`src/design/lkv_pkg.sv`:
```
// Shared types and constants of the LRU key-value cache.
`default_nettype none

package lkv_pkg;

  localparam int KEY_W  = 32;
  localparam int DATA_W = 32;
  localparam int CAP_W  = 5;

  // Operation codes
  localparam logic OP_GET = 1'b0;
  localparam logic OP_PUT = 1'b1;

  // Reported on a get that misses
  localparam logic [DATA_W-1:0] MISS_DATA = '1;
  // Reported on every put
  localparam logic [DATA_W-1:0] PUT_DATA  = '0;

  localparam logic [CAP_W-1:0] CAP_RESET = 5'd16;

  // How the entry unit rewrites rows during the update sweep
  typedef struct packed {
    logic inc_all;    // insert: every valid entry ages by one
    logic new_key;    // target row takes the request key
    logic new_value;  // target row takes the request value
  } lkv_ctl_t;

  // Per-row verdict from the entry unit
  typedef struct packed {
    logic match;  // valid row holding the request key
    logic older;  // valid row older than the oldest seen so far
    logic wr_en;  // row must be written back in the update sweep
  } lkv_flag_t;

endpackage

`default_nettype wire

```
`src/design/lkv_ram.sv`:
```
// Generic single-write, single-read RAM with registered read data.
`default_nettype none

module lkv_ram #(
  parameter int WIDTH = 8,
  parameter int DEPTH = 16
) (
  input  wire logic                                    clk,
  input  wire logic                                    we,
  input  wire logic [(DEPTH > 1 ? $clog2(DEPTH) : 1)-1:0] waddr,
  input  wire logic [WIDTH-1:0]                        wdata,
  input  wire logic [(DEPTH > 1 ? $clog2(DEPTH) : 1)-1:0] raddr,
  output logic      [WIDTH-1:0]                        rdata
);

  logic [WIDTH-1:0] mem [DEPTH];

  always_ff @(posedge clk) begin
    if (we) begin
      mem[waddr] <= wdata;
    end
    rdata <= mem[raddr];
  end

endmodule

`default_nettype wire

```
`src/design/lkv_entry_unit.sv`:
```
// Shared per-row compare and age-update unit of the LRU key-value cache.
`default_nettype none

module lkv_entry_unit #(
  parameter int ENTRIES = 16
) (
  input  wire lkv_pkg::lkv_ctl_t                          ctl,
  input  wire logic [lkv_pkg::KEY_W-1:0]                  req_key,
  input  wire logic [lkv_pkg::DATA_W-1:0]                 req_value,
  input  wire logic [(ENTRIES > 1 ? $clog2(ENTRIES) : 1)-1:0] tgt_idx,
  input  wire logic [(ENTRIES > 1 ? $clog2(ENTRIES) : 1)-1:0] thr_age,
  input  wire logic [(ENTRIES > 1 ? $clog2(ENTRIES) : 1)-1:0] best_age,
  input  wire logic [(ENTRIES > 1 ? $clog2(ENTRIES) : 1)-1:0] row_idx,
  input  wire logic                                       row_valid,
  input  wire logic [lkv_pkg::KEY_W-1:0]                  row_key,
  input  wire logic [lkv_pkg::DATA_W-1:0]                 row_value,
  input  wire logic [(ENTRIES > 1 ? $clog2(ENTRIES) : 1)-1:0] row_age,
  output lkv_pkg::lkv_flag_t                              flags,
  output logic      [lkv_pkg::KEY_W-1:0]                  wr_key,
  output logic      [lkv_pkg::DATA_W-1:0]                 wr_value,
  output logic      [(ENTRIES > 1 ? $clog2(ENTRIES) : 1)-1:0] wr_age
);

  import lkv_pkg::*;

  logic is_tgt;
  logic bump;

  assign is_tgt = (row_idx == tgt_idx);
  // younger than the promoted entry, or everyone on an insert
  assign bump   = ctl.inc_all || (row_age < thr_age);

  always_comb begin
    flags.match = row_valid && (row_key == req_key);
    flags.older = row_valid && (row_age > best_age);
    flags.wr_en = row_valid || is_tgt;
    if (is_tgt) begin
      wr_key   = ctl.new_key   ? req_key   : row_key;
      wr_value = ctl.new_value ? req_value : row_value;
      wr_age   = '0;
    end else begin
      wr_key   = row_key;
      wr_value = row_value;
      wr_age   = bump ? row_age + 1'b1 : row_age;
    end
  end

endmodule

`default_nettype wire

```
`src/design/lru_key_value_cache.sv`:
```
// LRU key-value cache: top level, sequencer and entry bookkeeping.
// Usage
//   Request channel (req_valid / req_stall): one transfer carries op, key and
//   value. op = get looks the key up, op = put inserts or updates it.
//   Response channel (rsp_valid / rsp_stall): hit and data per request; data is
//   the stored value on a get hit, all ones on a get miss, zero on a put.
//   Config: cfg_wr_en loads capacity; zero acts as one, above ENTRIES as ENTRIES.
// Timing
//   One request at a time, req_stall high meanwhile. Rows live in one RAM and
//   pass one a cycle through one entry unit: a lookup sweep over every row, a
//   decision state, for anything but a get miss an age-update sweep over every
//   row, and a final state that loads the response register.
// Reset and stall
//   Synchronous reset empties the store (valid bits and occupancy cleared),
//   sets capacity to 16 and drops any pending response. A stalled response
//   holds; the next request is still taken and worked on, and its result
//   waits in the final state until the response register is free.
`default_nettype none

module lru_key_value_cache #(
  parameter int ENTRIES = 16
) (
  input  wire logic                          clk,
  input  wire logic                          rst,
  // request
  input  wire logic                          req_valid,
  output logic                               req_stall,
  input  wire logic                          op,
  input  wire logic [lkv_pkg::KEY_W-1:0]     key,
  input  wire logic [lkv_pkg::DATA_W-1:0]    value,
  // response
  output logic                               rsp_valid,
  input  wire logic                          rsp_stall,
  output logic                               hit,
  output logic      [lkv_pkg::DATA_W-1:0]    data,
  // configuration
  input  wire logic                          cfg_wr_en,
  input  wire logic [lkv_pkg::CAP_W-1:0]     cfg_wr_data
);

  import lkv_pkg::*;

  localparam int IW    = (ENTRIES > 1) ? $clog2(ENTRIES) : 1;  // index / age
  localparam int CW    = $clog2(ENTRIES + 1);                  // count
  localparam int EW    = (CW > CAP_W) ? CW : CAP_W;            // capacity compare
  localparam int ROW_W = KEY_W + DATA_W + IW;

  typedef enum logic [4:0] {
    ST_IDLE   = 5'b00001,
    ST_SCAN   = 5'b00010,
    ST_DECIDE = 5'b00100,
    ST_UPDATE = 5'b01000,
    ST_DONE   = 5'b10000
  } state_t;

  state_t state;

  // sweep counter and the registered-read pipeline slot behind it
  logic [CW-1:0] cnt;
  logic          p_act;
  logic [IW-1:0] p_idx;

  // captured request
  logic              req_op;
  logic [KEY_W-1:0]  req_key;
  logic [DATA_W-1:0] req_value;

  logic [CAP_W-1:0]   capacity;
  logic [CW-1:0]      occupancy;
  logic [ENTRIES-1:0] entry_valid;

  // lookup sweep results
  logic              match_found;
  logic [IW-1:0]     match_idx;
  logic [IW-1:0]     match_age;
  logic [DATA_W-1:0] match_value;
  logic              free_found;
  logic [IW-1:0]     free_idx;
  logic              oldest_found;
  logic [IW-1:0]     oldest_idx;
  logic [IW-1:0]     oldest_age;

  // update sweep setup
  logic [IW-1:0] tgt_idx;
  logic [IW-1:0] thr_age;
  lkv_ctl_t      ctl;

  // RAM and entry unit
  logic              ram_we;
  logic [IW-1:0]     rd_addr;
  logic [ROW_W-1:0]  rd_row;
  logic [ROW_W-1:0]  wr_row;
  logic [KEY_W-1:0]  row_key;
  logic [DATA_W-1:0] row_value;
  logic [IW-1:0]     row_age;
  logic              row_valid;
  lkv_flag_t         flags;
  logic [KEY_W-1:0]  wr_key;
  logic [DATA_W-1:0] wr_value;
  logic [IW-1:0]     wr_age;

  logic          sweeping;
  logic          cnt_live;
  logic [EW-1:0] cap_ext;
  logic [EW-1:0] eff_cap;
  logic          full;
  logic          rsp_free;

  assign req_stall = rst || (state != ST_IDLE);

  assign sweeping = (state == ST_SCAN) || (state == ST_UPDATE);
  assign cnt_live = (cnt < CW'(ENTRIES));
  assign rd_addr  = cnt_live ? cnt[IW-1:0] : '0;

  assign row_key   = rd_row[ROW_W-1 -: KEY_W];
  assign row_value = rd_row[IW +: DATA_W];
  assign row_age   = rd_row[IW-1:0];
  assign row_valid = entry_valid[p_idx];

  assign wr_row = {wr_key, wr_value, wr_age};
  assign ram_we = p_act && (state == ST_UPDATE) && flags.wr_en;

  // capacity clipped to 1..ENTRIES
  assign cap_ext = EW'(capacity);
  always_comb begin
    if (cap_ext == '0) begin
      eff_cap = EW'(1);
    end else if (cap_ext > EW'(ENTRIES)) begin
      eff_cap = EW'(ENTRIES);
    end else begin
      eff_cap = cap_ext;
    end
  end
  assign full = (EW'(occupancy) >= eff_cap);

  assign rsp_free = !rsp_valid || !rsp_stall;

  lkv_ram #(
    .WIDTH (ROW_W),
    .DEPTH (ENTRIES)
  ) u_row_ram (
    .clk   (clk),
    .we    (ram_we),
    .waddr (p_idx),
    .wdata (wr_row),
    .raddr (rd_addr),
    .rdata (rd_row)
  );

  lkv_entry_unit #(
    .ENTRIES (ENTRIES)
  ) u_entry_unit (
    .ctl       (ctl),
    .req_key   (req_key),
    .req_value (req_value),
    .tgt_idx   (tgt_idx),
    .thr_age   (thr_age),
    .best_age  (oldest_age),
    .row_idx   (p_idx),
    .row_valid (row_valid),
    .row_key   (row_key),
    .row_value (row_value),
    .row_age   (row_age),
    .flags     (flags),
    .wr_key    (wr_key),
    .wr_value  (wr_value),
    .wr_age    (wr_age)
  );

  // configuration
  always_ff @(posedge clk) begin
    if (rst) begin
      capacity <= CAP_RESET;
    end else if (cfg_wr_en) begin
      capacity <= cfg_wr_data;
    end
  end

  // read pipeline slot: row at p_idx arrives from the RAM this cycle
  always_ff @(posedge clk) begin
    if (rst) begin
      p_act <= 1'b0;
    end else begin
      p_act <= sweeping && cnt_live;
    end
    p_idx <= cnt[IW-1:0];
  end

  // sequencer
  always_ff @(posedge clk) begin
    if (rst) begin
      state       <= ST_IDLE;
      cnt         <= '0;
      occupancy   <= '0;
      entry_valid <= '0;
      rsp_valid   <= 1'b0;
    end else begin
      // in the final cycle the response register is reloaded below instead
      if (rsp_valid && !rsp_stall && (state != ST_DONE)) begin
        rsp_valid <= 1'b0;
      end
      case (state)
        ST_IDLE: begin
          if (req_valid) begin
            req_op       <= op;
            req_key      <= key;
            req_value    <= value;
            match_found  <= 1'b0;
            free_found   <= 1'b0;
            oldest_found <= 1'b0;
            cnt          <= '0;
            state        <= ST_SCAN;
          end
        end
        ST_SCAN: begin
          cnt <= cnt + 1'b1;
          if (p_act) begin
            if (flags.match && !match_found) begin
              match_found <= 1'b1;
              match_idx   <= p_idx;
              match_age   <= row_age;
              match_value <= row_value;
            end
            if (!row_valid && !free_found) begin
              free_found <= 1'b1;
              free_idx   <= p_idx;
            end
            if (row_valid && (!oldest_found || flags.older)) begin
              oldest_found <= 1'b1;
              oldest_idx   <= p_idx;
              oldest_age   <= row_age;
            end
          end
          if (!cnt_live) begin
            state <= ST_DECIDE;
          end
        end
        ST_DECIDE: begin
          cnt <= '0;
          if (match_found) begin
            // hit: promote, put also rewrites the value
            tgt_idx <= match_idx;
            thr_age <= match_age;
            ctl     <= '{inc_all: 1'b0, new_key: 1'b0, new_value: req_op};
            state   <= ST_UPDATE;
          end else if (req_op == OP_GET) begin
            state <= ST_DONE;
          end else if (full) begin
            // evict the least recent entry and reuse its row
            tgt_idx <= oldest_found ? oldest_idx : '0;
            thr_age <= oldest_age;
            ctl     <= '{inc_all: 1'b0, new_key: 1'b1, new_value: 1'b1};
            state   <= ST_UPDATE;
          end else begin
            // insert into the first free row; everyone else ages
            tgt_idx               <= free_idx;
            thr_age               <= '0;
            ctl                   <= '{inc_all: 1'b1, new_key: 1'b1, new_value: 1'b1};
            entry_valid[free_idx] <= 1'b1;
            occupancy             <= occupancy + 1'b1;
            state                 <= ST_UPDATE;
          end
        end
        ST_UPDATE: begin
          cnt <= cnt + 1'b1;
          if (!cnt_live) begin
            state <= ST_DONE;
          end
        end
        ST_DONE: begin
          if (rsp_free) begin
            rsp_valid <= 1'b1;
            hit       <= match_found;
            if (req_op == OP_PUT) begin
              data <= PUT_DATA;
            end else if (match_found) begin
              data <= match_value;
            end else begin
              data <= MISS_DATA;
            end
            state <= ST_IDLE;
          end
        end
        default: begin
          state <= ST_IDLE;
        end
      endcase
    end
  end

  // occupancy always matches the number of valid rows
  a_occ_count: assert property (@(posedge clk) disable iff (rst)
    $countones(entry_valid) == int'(occupancy))
    else $error("occupancy out of step with valid bits");

  // occupancy never exceeds the store
  a_occ_bound: assert property (@(posedge clk) disable iff (rst)
    occupancy <= CW'(ENTRIES))
    else $error("occupancy beyond store depth");

  // an accepted request starts the lookup sweep from row zero
  a_accept_scan: assert property (@(posedge clk) disable iff (rst)
    req_valid && !req_stall |=> state == ST_SCAN && cnt == '0)
    else $error("accepted request did not start a sweep");

  // valid bits only change in the decision cycle
  a_valid_hold: assert property (@(posedge clk) disable iff (rst)
    $past(state) != ST_DECIDE && !$past(rst) |-> $stable(entry_valid))
    else $error("valid bits changed outside the decision cycle");

  // RAM writes happen only in the update sweep
  a_write_window: assert property (@(posedge clk) disable iff (rst)
    ram_we |-> state == ST_UPDATE && p_act)
    else $error("row write outside the update sweep");

endmodule

`default_nettype wire

```
`config.mk`:
```
export PLATFORM = sky130hd
export DESIGN_NAME = lru_key_value_cache
export DESIGN_NICKNAME = d
export VERILOG_FILES = /design/src/design/lkv_pkg.sv /design/src/design/lkv_ram.sv /design/src/design/lkv_entry_unit.sv /design/src/design/lru_key_value_cache.sv
export SDC_FILE = /design/constraint.sdc
export NUM_CORES = 2
export LEC_CHECK = 0
export BUFFER_PORTS_ARGS = -buffer_cell sky130_fd_sc_hd__buf_2
export CELL_PAD_IN_SITES_DETAIL_PLACEMENT = 1
export CELL_PAD_IN_SITES_GLOBAL_PLACEMENT = 2
export CORE_ASPECT_RATIO = 1.1
export CORE_UTILIZATION = 47
export DETAILED_ROUTE_END_ITERATION = 16
export GPL_TIMING_DRIVEN = 0
export HOLD_SLACK_MARGIN = 0.05
export PLACE_DENSITY = 0.88
export SETUP_SLACK_MARGIN = 0.4
export SLEW_MARGIN = 10
export SYNTH_ARGS = -nofsm -noshare
export SYNTH_HDL_FRONTEND = slang
export SYNTH_SLANG_ARGS = --single-unit
```
`constraint.sdc`:
```
create_clock -name clk -period 11.2 [get_ports clk]
set_clock_uncertainty 0.1 [all_clocks]
set_input_delay 1.68 -clock clk [delete_from_list [all_inputs] [get_ports clk]]
set_output_delay 1.68 -clock clk [all_outputs]
set_load 0.05 [all_outputs]
```
== Word level (Yosys, flattened, before mapping) ==
Memory sizes are Yosys's and may differ from the RTL's. A register that Yosys moved wholly into a read port is not among the register bits.
Index checks and enable logic that the tools add are counted.

* Bits in registers: 206
* Latch bits: 0
* Bits in writable memories: 1088
* Bits in read-only memories: 0
* Input port bits: 75
* Word-level logic and storage cells: 148
* Memories kept: 1

{| class="wikitable"
|+ Memory list
! memory !! depth !! bits a word !! read ports !! clocked after memory_dff !! wr ports !! RTL line !! text
|-
| u_row_ram.mem || 16 || 68 || 1 || 1 || 1 || lkv_ram.sv:16 || <nowiki>logic [WIDTH-1:0] mem [DEPTH];</nowiki>
|}

* Add/subtract/negate cells: 3
* Multipliers: 0
* Div/mod/pow operators: 0
* Magnitude comparators: 8
* Equality and inequality tests: 17
* Shifts and indexed selects: 0
* Muxes and demuxes: 48
* Bitwise gates (word level): 4
* Reductions and logical operators: 40

{| class="wikitable"
|+ Operators by type and width
! cell !! number
|-
| $mux W32 || 5
|-
| $mux W5 || 9
|-
| $mux W4 || 10
|-
| $eq A32 B32 Y1 || 1
|-
| $pmux W5 S5 || 1
|-
| $reduce_and A4 Y1 || 5
|-
| $or A16 B16 Y16 || 1
|-
| $mux W1 || 15
|-
| $pmux W5 S3 || 1
|-
| $reduce_and A5 Y1 || 3
|-
| $logic_and A1 B1 Y1 || 11
|-
| $add A5 B1 Y5 const B || 2
|-
| $lt A4 B5 Y1 const B || 2
|-
| $ne A2 B2 Y1 const B || 5
|-
| $reduce_and A3 Y1 || 3
|-
| $logic_not A1 Y1 || 6
|-
| $logic_or A1 B1 Y1 || 6
|-
| $mux W3 || 2
|-
| $ne A2 B1 Y1 const B || 3
|-
| $pmux W1 S2 || 3
|-
| $eq A5 B1 Y1 const B || 1
|-
| $eq A5 B2 Y1 const B || 1
|-
| $eq A5 B3 Y1 const B || 1
|-
| $eq A5 B4 Y1 const B || 1
|-
| other kinds (19) || 22
|}

== Longest topological paths before layout ==
* Depth after elaboration: 8
* Depth in mapped cells: 11
* Gate-level depth less buffers: 10

== Cells and area by module ==
From an unflattened synthesis, not the netlist that was laid out.

* Cell total of the unflattened synthesis: 2436
* Area total of the unflattened synthesis: 51348.0 um^2

{| class="wikitable"
|+ Modules (own cells, without submodules)
! module !! instances !! cells an instance !! area each (um^2) !! seq. area each (um^2)
|-
| lkv_ram || 1 || 1750 || 41982.8 || 34032.6
|-
| lru_key_value_cache || 1 || 524 || 7628.6 || 5765.5
|-
| lkv_entry_unit || 1 || 162 || 1736.7 || 0.0
|}

== Worst setup path after synthesis ==
OpenSTA, ideal clock, no wires.

* Path type: reg-to-reg
* Start: register p_idx[0]
* End: memory u_row_ram.mem[3][0] (netlist bit) (enable)
* Data arrival time: 8047 ps
* Required time: 10438 ps
* Setup slack: 2391 ps
* Cell stages (with the launch flop): 7
* Path buffers: 2
* Clock period less this slack: 8809 ps
* Cell sequence: dfxtp_1 > buf_6 > mux4_2 > o221ai_2 > nor2_2 > buf_2 > nor4_1

* Word-level cells in the longest chain between the ends: 6

{| class="wikitable"
|+ Ends and longest elaborated chain
! item !! RTL line !! text
|-
| start: declaration || lru_key_value_cache.sv:61 || <nowiki>logic [IW-1:0] p_idx;</nowiki>
|-
| start signal: assignment || lru_key_value_cache.sv:186 || <nowiki>p_idx <= cnt[IW-1:0];</nowiki>
|-
| $bmux W1 S4 || lru_key_value_cache.sv:118 || <nowiki>assign row_valid = entry_valid[p_idx];</nowiki>
|-
| $mux W1 (not written as such) || lru_key_value_cache.sv:118 ||
|-
| $logic_or A1 B1 Y1 || lkv_entry_unit.sv:36 || <nowiki>flags.wr_en = row_valid || is_tgt;</nowiki>
|-
| $logic_and A1 B1 Y1 || lru_key_value_cache.sv:121 || <nowiki>assign ram_we = p_act && (state == ST_UPDATE) && flags.wr_en;</nowiki>
|-
| $mux W1 || lkv_ram.sv:19 || <nowiki>if (we) begin</nowiki>
|-
| $mux W1 (not written as such) || lkv_ram.sv:20 || <nowiki>mem[waddr] <= wdata;</nowiki>
|-
| end: declaration || lkv_ram.sv:16 ||
|}

Several ways; a longest one is shown, not always the timed one. The select of a mux whose other input is x is not followed.

== Worst setup path in the final report ==
* Start: register p_idx[1]
* End: memory u_row_ram.mem[5][43] (netlist bit) (enable)

Same word-level chain as after synthesis.

==> impl_metrics.py <==
metrics = {
    "cts": {
        "post_cts_buffers": 0,
        "cts.sinks": 1362,
        "clk_path_buf_depth": 3,
        "tritoncts": "built",
        "numCtsBuffers": 140,
        "clkLatencyLatePin_ns": 0.78,
        "cts_hold_buf": 0,
        "cts_resized": 0,
        "root_buffer": "clkbuf_16",
        "clkTransAtPathRegs_ns": 0.06,
        "h-tree-depth": 4,
    },
    "placed_design": {
        "gp_congestion": 0.797,
        "port_buffers": 108,
        "dp_hpwl_um": 102000,
        "dp_slack_ns": 6.33,
    },
    "logic_synthesis": {
        "synth-async-reset-ratio_pct": 0,
        "syn_inst": 3171,
        "syn_nets": 3261,
        "syn_avg_cell_area_sq_um": 16.6,
        "synth.distinct_cells": 56,
        "synth_ff_type": "edfxtp_1",
        "ys_seq_area_share_pct": 75.6,
        "ys_ff_latch": 1362,
        "synth_edf_count": 1252,
        "syn_area_sq_um": 52600,
        "yosysWarningCount": 0,
    },
    "timing": {
        "rsz0062_at_grt": "false",
        "slew_violations": 0,
        "fin_crit_sh_pct": 44.0,
        "worstMarginPinSlew_ns": 1.42,
        "setup_viol": 0,
        "period_needed_ns": 4.93,
        "relSlewSlack_pct": 5.53,
        "fmax_ghz": 0.203,
        "setup_slack_ns": 6.27,
        "hold_violations": 0,
        "whs_ns": 0.254,
    },
    "pwr": {
        "ir_worst_vdd_mv": 0.137,
        "p_leak_nw": 21.2,
        "intPower_mw": 9.03,
        "seqPwrFrac_pct": 49.6,
        "comb_power_share_pct": 12.1,
        "swShare_pct": 25.5,
        "p_clk_share_pct": 38.4,
        "power_density_nw_per_um2": 198,
        "power.switching_mw": 3.08,
    },
    "worst_setup_path": {
        "end_kind": "register",
        "rr_worst_depth": 14,
        "reg2reg_from": "p_idx[1]$_DFF_P_",
        "crit_type": "reg2reg",
        "rrSetupSlack_ns": 6.27,
        "arrival_ns": 5.29,
        "worstPathMaxFanout": 10,
        "regToRegEndpoint": "u_row_ram.mem[5][43]$_DFFE_PP_",
        "required_ns": 11.56,
        "start_kind": "register",
    },
    "floorplan": {
        "dieHeight_um": 353,
        "dieWidth_um": 321,
        "rows": 128,
        "start_util_pct": 47.5,
        "die-area_sq_um": 113000,
        "pin_count": 110,
        "fp.coreArea_sq_um": 111000,
    },
    "hold_path": {
        "whs_path_depth": 0,
        "worstHoldStart": "cnt[2]$_SDFFE_PP0P_",
        "holdPathEnd": "p_idx[2]$_DFF_P_",
        "hp-class": "reg2reg",
    },
    "grt": {
        "grt_max_degree": 37,
        "grt_overflow_total": 0,
        "grt_usage_pct": 27.0,
        "grt_pass1_vias": 33900,
        "grt_pass1_wl_um": 224000,
        "antenna_found_initial": 4,
    },
    "detailed_routing": {
        "drt_iter0_drc": 3104,
        "wirelength_um": 153000,
        "drtAntennaViolNets": 0,
        "route.detailed.drc": 0,
        "firstDrtPassIters": 5,
        "num_vias": 31500,
        "routed_via_density": 6.00,
        "detail_route.wl_per_cell_um": 29.1,
    },
    "layout": {
        "n_fill_cell": 10400,
        "utilization_pct": 55.3,
        "mostFrequentLayoutCell": "edfxtp_1",
        "drive_gt1_share_pct": 23.5,
        "ff_latch_area_sq_um": 39800,
        "multi_input_area_sq_um": 11900,
        "num-nets-final": 3729,
        "syn2layout_area_growth_pct": 16.5,
        "num_antenna_cells": 0,
        "mostFrequentLayoutCells": "edfxtp_1, a21oi_1, mux2_2",
    },
    "run_status": {
        "status": "finished clean",
    },
    "run": {
        "maxCapViolCount": 0,
    },
}
[cells in the mapped netlist (2+ instances only)]
| master | count | area [sq um] |
|---|---|---|
| a32o_1 | 68 | 681 |
| mux2_1 | 60 | 676 |
| nor2b_1 | 6 | 37.5 |
| nor2_1 | 27 | 101 |
| o21ai_0 | 211 | 1060 |
| a21oi_1 | 319 | 1600 |
| buf_4 | 3 | 22.5 |
| buf_6 | 2 | 22.5 |
| nand2b_1 | 13 | 81.3 |
| o21ai_1 | 10 | 50.1 |
| ha_1 | 15 | 188 |
| nor3_1 | 8 | 40.0 |
| buf_2 | 35 | 175 |
| dfxtp_1 | 110 | 2200 |
| mux2i_1 | 146 | 1460 |
| a221oi_1 | 68 | 596 |
| buf_1 | 49 | 184 |
| inv_1 | 58 | 218 |
| o21a_1 | 3 | 22.5 |
| or3_1 | 6 | 37.5 |
| nand4_1 | 9 | 56.3 |
| nor4_1 | 24 | 150 |
| xnor2_1 | 7 | 61.3 |
| nand2_1 | 94 | 353 |
| o22ai_1 | 9 | 56.3 |
| o211ai_1 | 3 | 22.5 |
| o2bb2ai_1 | 8 | 70.1 |
| and2_1 | 5 | 31.3 |
| a21o_1 | 4 | 30.0 |
| xor2_1 | 39 | 342 |
| or4b_1 | 2 | 20.0 |
| nand3_1 | 7 | 35.0 |
| mux2_2 | 276 | 3110 |
| nand2_2 | 2 | 12.5 |
| mux4_2 | 4 | 90.1 |
| or2_2 | 3 | 18.8 |
| edfxtp_1 | 1252 | 37600 |
| clkbuf_1 | 117 | 439 |
| a22oi_1 | 70 | 526 |
| or2_1 | 3 | 18.8 |
[power by group through the flow]
stage               Clock (mW)  Combinational (mW)  Sequential [mW]
floorplan                    0               0.880             6.08
global placement             0                1.34             6.10
detailed placement           0                1.43             6.11
CTS                       4.70                1.45             6.00
global route              4.86                1.54             6.01
finish                    4.65                1.46             6.00
[sequential cells by signal, indices dropped and copies added, names as in the netlist, 3 cells and up]
register and count:
free_idx 4, req_value 32, req_key 32, u_row_ram.rdata 68, ctl 3, match_idx 4
oldest_age 4, match_value 32, tgt_idx 4, oldest_idx 4, cnt 5, cap_ext 5
data 32, match_age 4, entry_valid 16, p_idx 4, u_row_ram.mem 1088, thr_age 4
state 5, occupancy 5
[kinds of logic after synthesis]
kind of cell	count (synthesis)	synth area share [%]
buffers and inverters	266	2.03
DFF	1362	75.6
AOI/OAI and AO/OA	776	9.00
and+or+nand+nor	220	2.11
xor gates and xnor gates	46	0.765
adders and majority gates	15	0.357
muxes	486	10.1
[per-layer routing]
layer,GRT usage (%),up-vias,wire length (um)
li1,-,13400,-
met2,47.2,1382,78400
met4,13.6,2,7930
met1,32.3,16300,57000
met3,4.27,381,9460
met5,0,-,13
[through the flow]
step	power (mW)	area, sq um	setup TNS [ns]	cells
6_report	12.1	61300	0	5251
5_1_grt	12.4	61300	0	5251
4_1_cts	12.1	61300	0	5251
3_5_place_dp	7.53	56800	0	4992
3_3_place_gp	7.44	55100	-5346.34	4774
2_1_floorplan	6.96	52600	0	3171
[critical path, stage by stage, from the launching register on]
cell and delay (ns):
dfxtp_1 0.38, buf_2 0.27, xor2_1 0.16, nor4_4 0.73, nor2_2 0.23, buf_2 0.28, nor4_2 0.71, buf_4 0.30
buf_4 0.20, buf_4 0.19, buf_2 0.22, buf_4 0.19, buf_4 0.18, buf_2 0.23, buf_4 0.21
[cell type report]
cell class | instances | share of cell area [%]
Sequential cell | 1362 | 64.9
Multi-Input combinational cell | 1543 | 19.4
Clock buffer | 198 | 6.35
Timing Repair Buffer | 326 | 3.48
Tap cell | 1495 | 3.05
Buffer | 206 | 1.38
Clock inverter | 61 | 1.02
Inverter | 60 | 0.371
[how the worst max path moves through the flow]
stage	from	endpoint	slack, ns
finish	p_idx[1]$_DFF_P_	u_row_ram.mem[5][43]$_DFFE_PP_	6.27
detailed placement	rst	req_stall	6.33
global placement	p_idx[1]$_DFF_P_	u_row_ram.mem[7][38]$_DFFE_PP_	-5.90
global route	p_idx[1]$_DFF_P_	u_row_ram.mem[5][39]$_DFFE_PP_	6.05
floorplan	p_idx[0]$_DFF_P_	u_row_ram.mem[3][0]$_DFFE_PP_	2.39
CTS	p_idx[1]$_DFF_P_	u_row_ram.mem[5][43]$_DFFE_PP_	6.27
No activity file was read; power rests on OpenSTA's default activity.
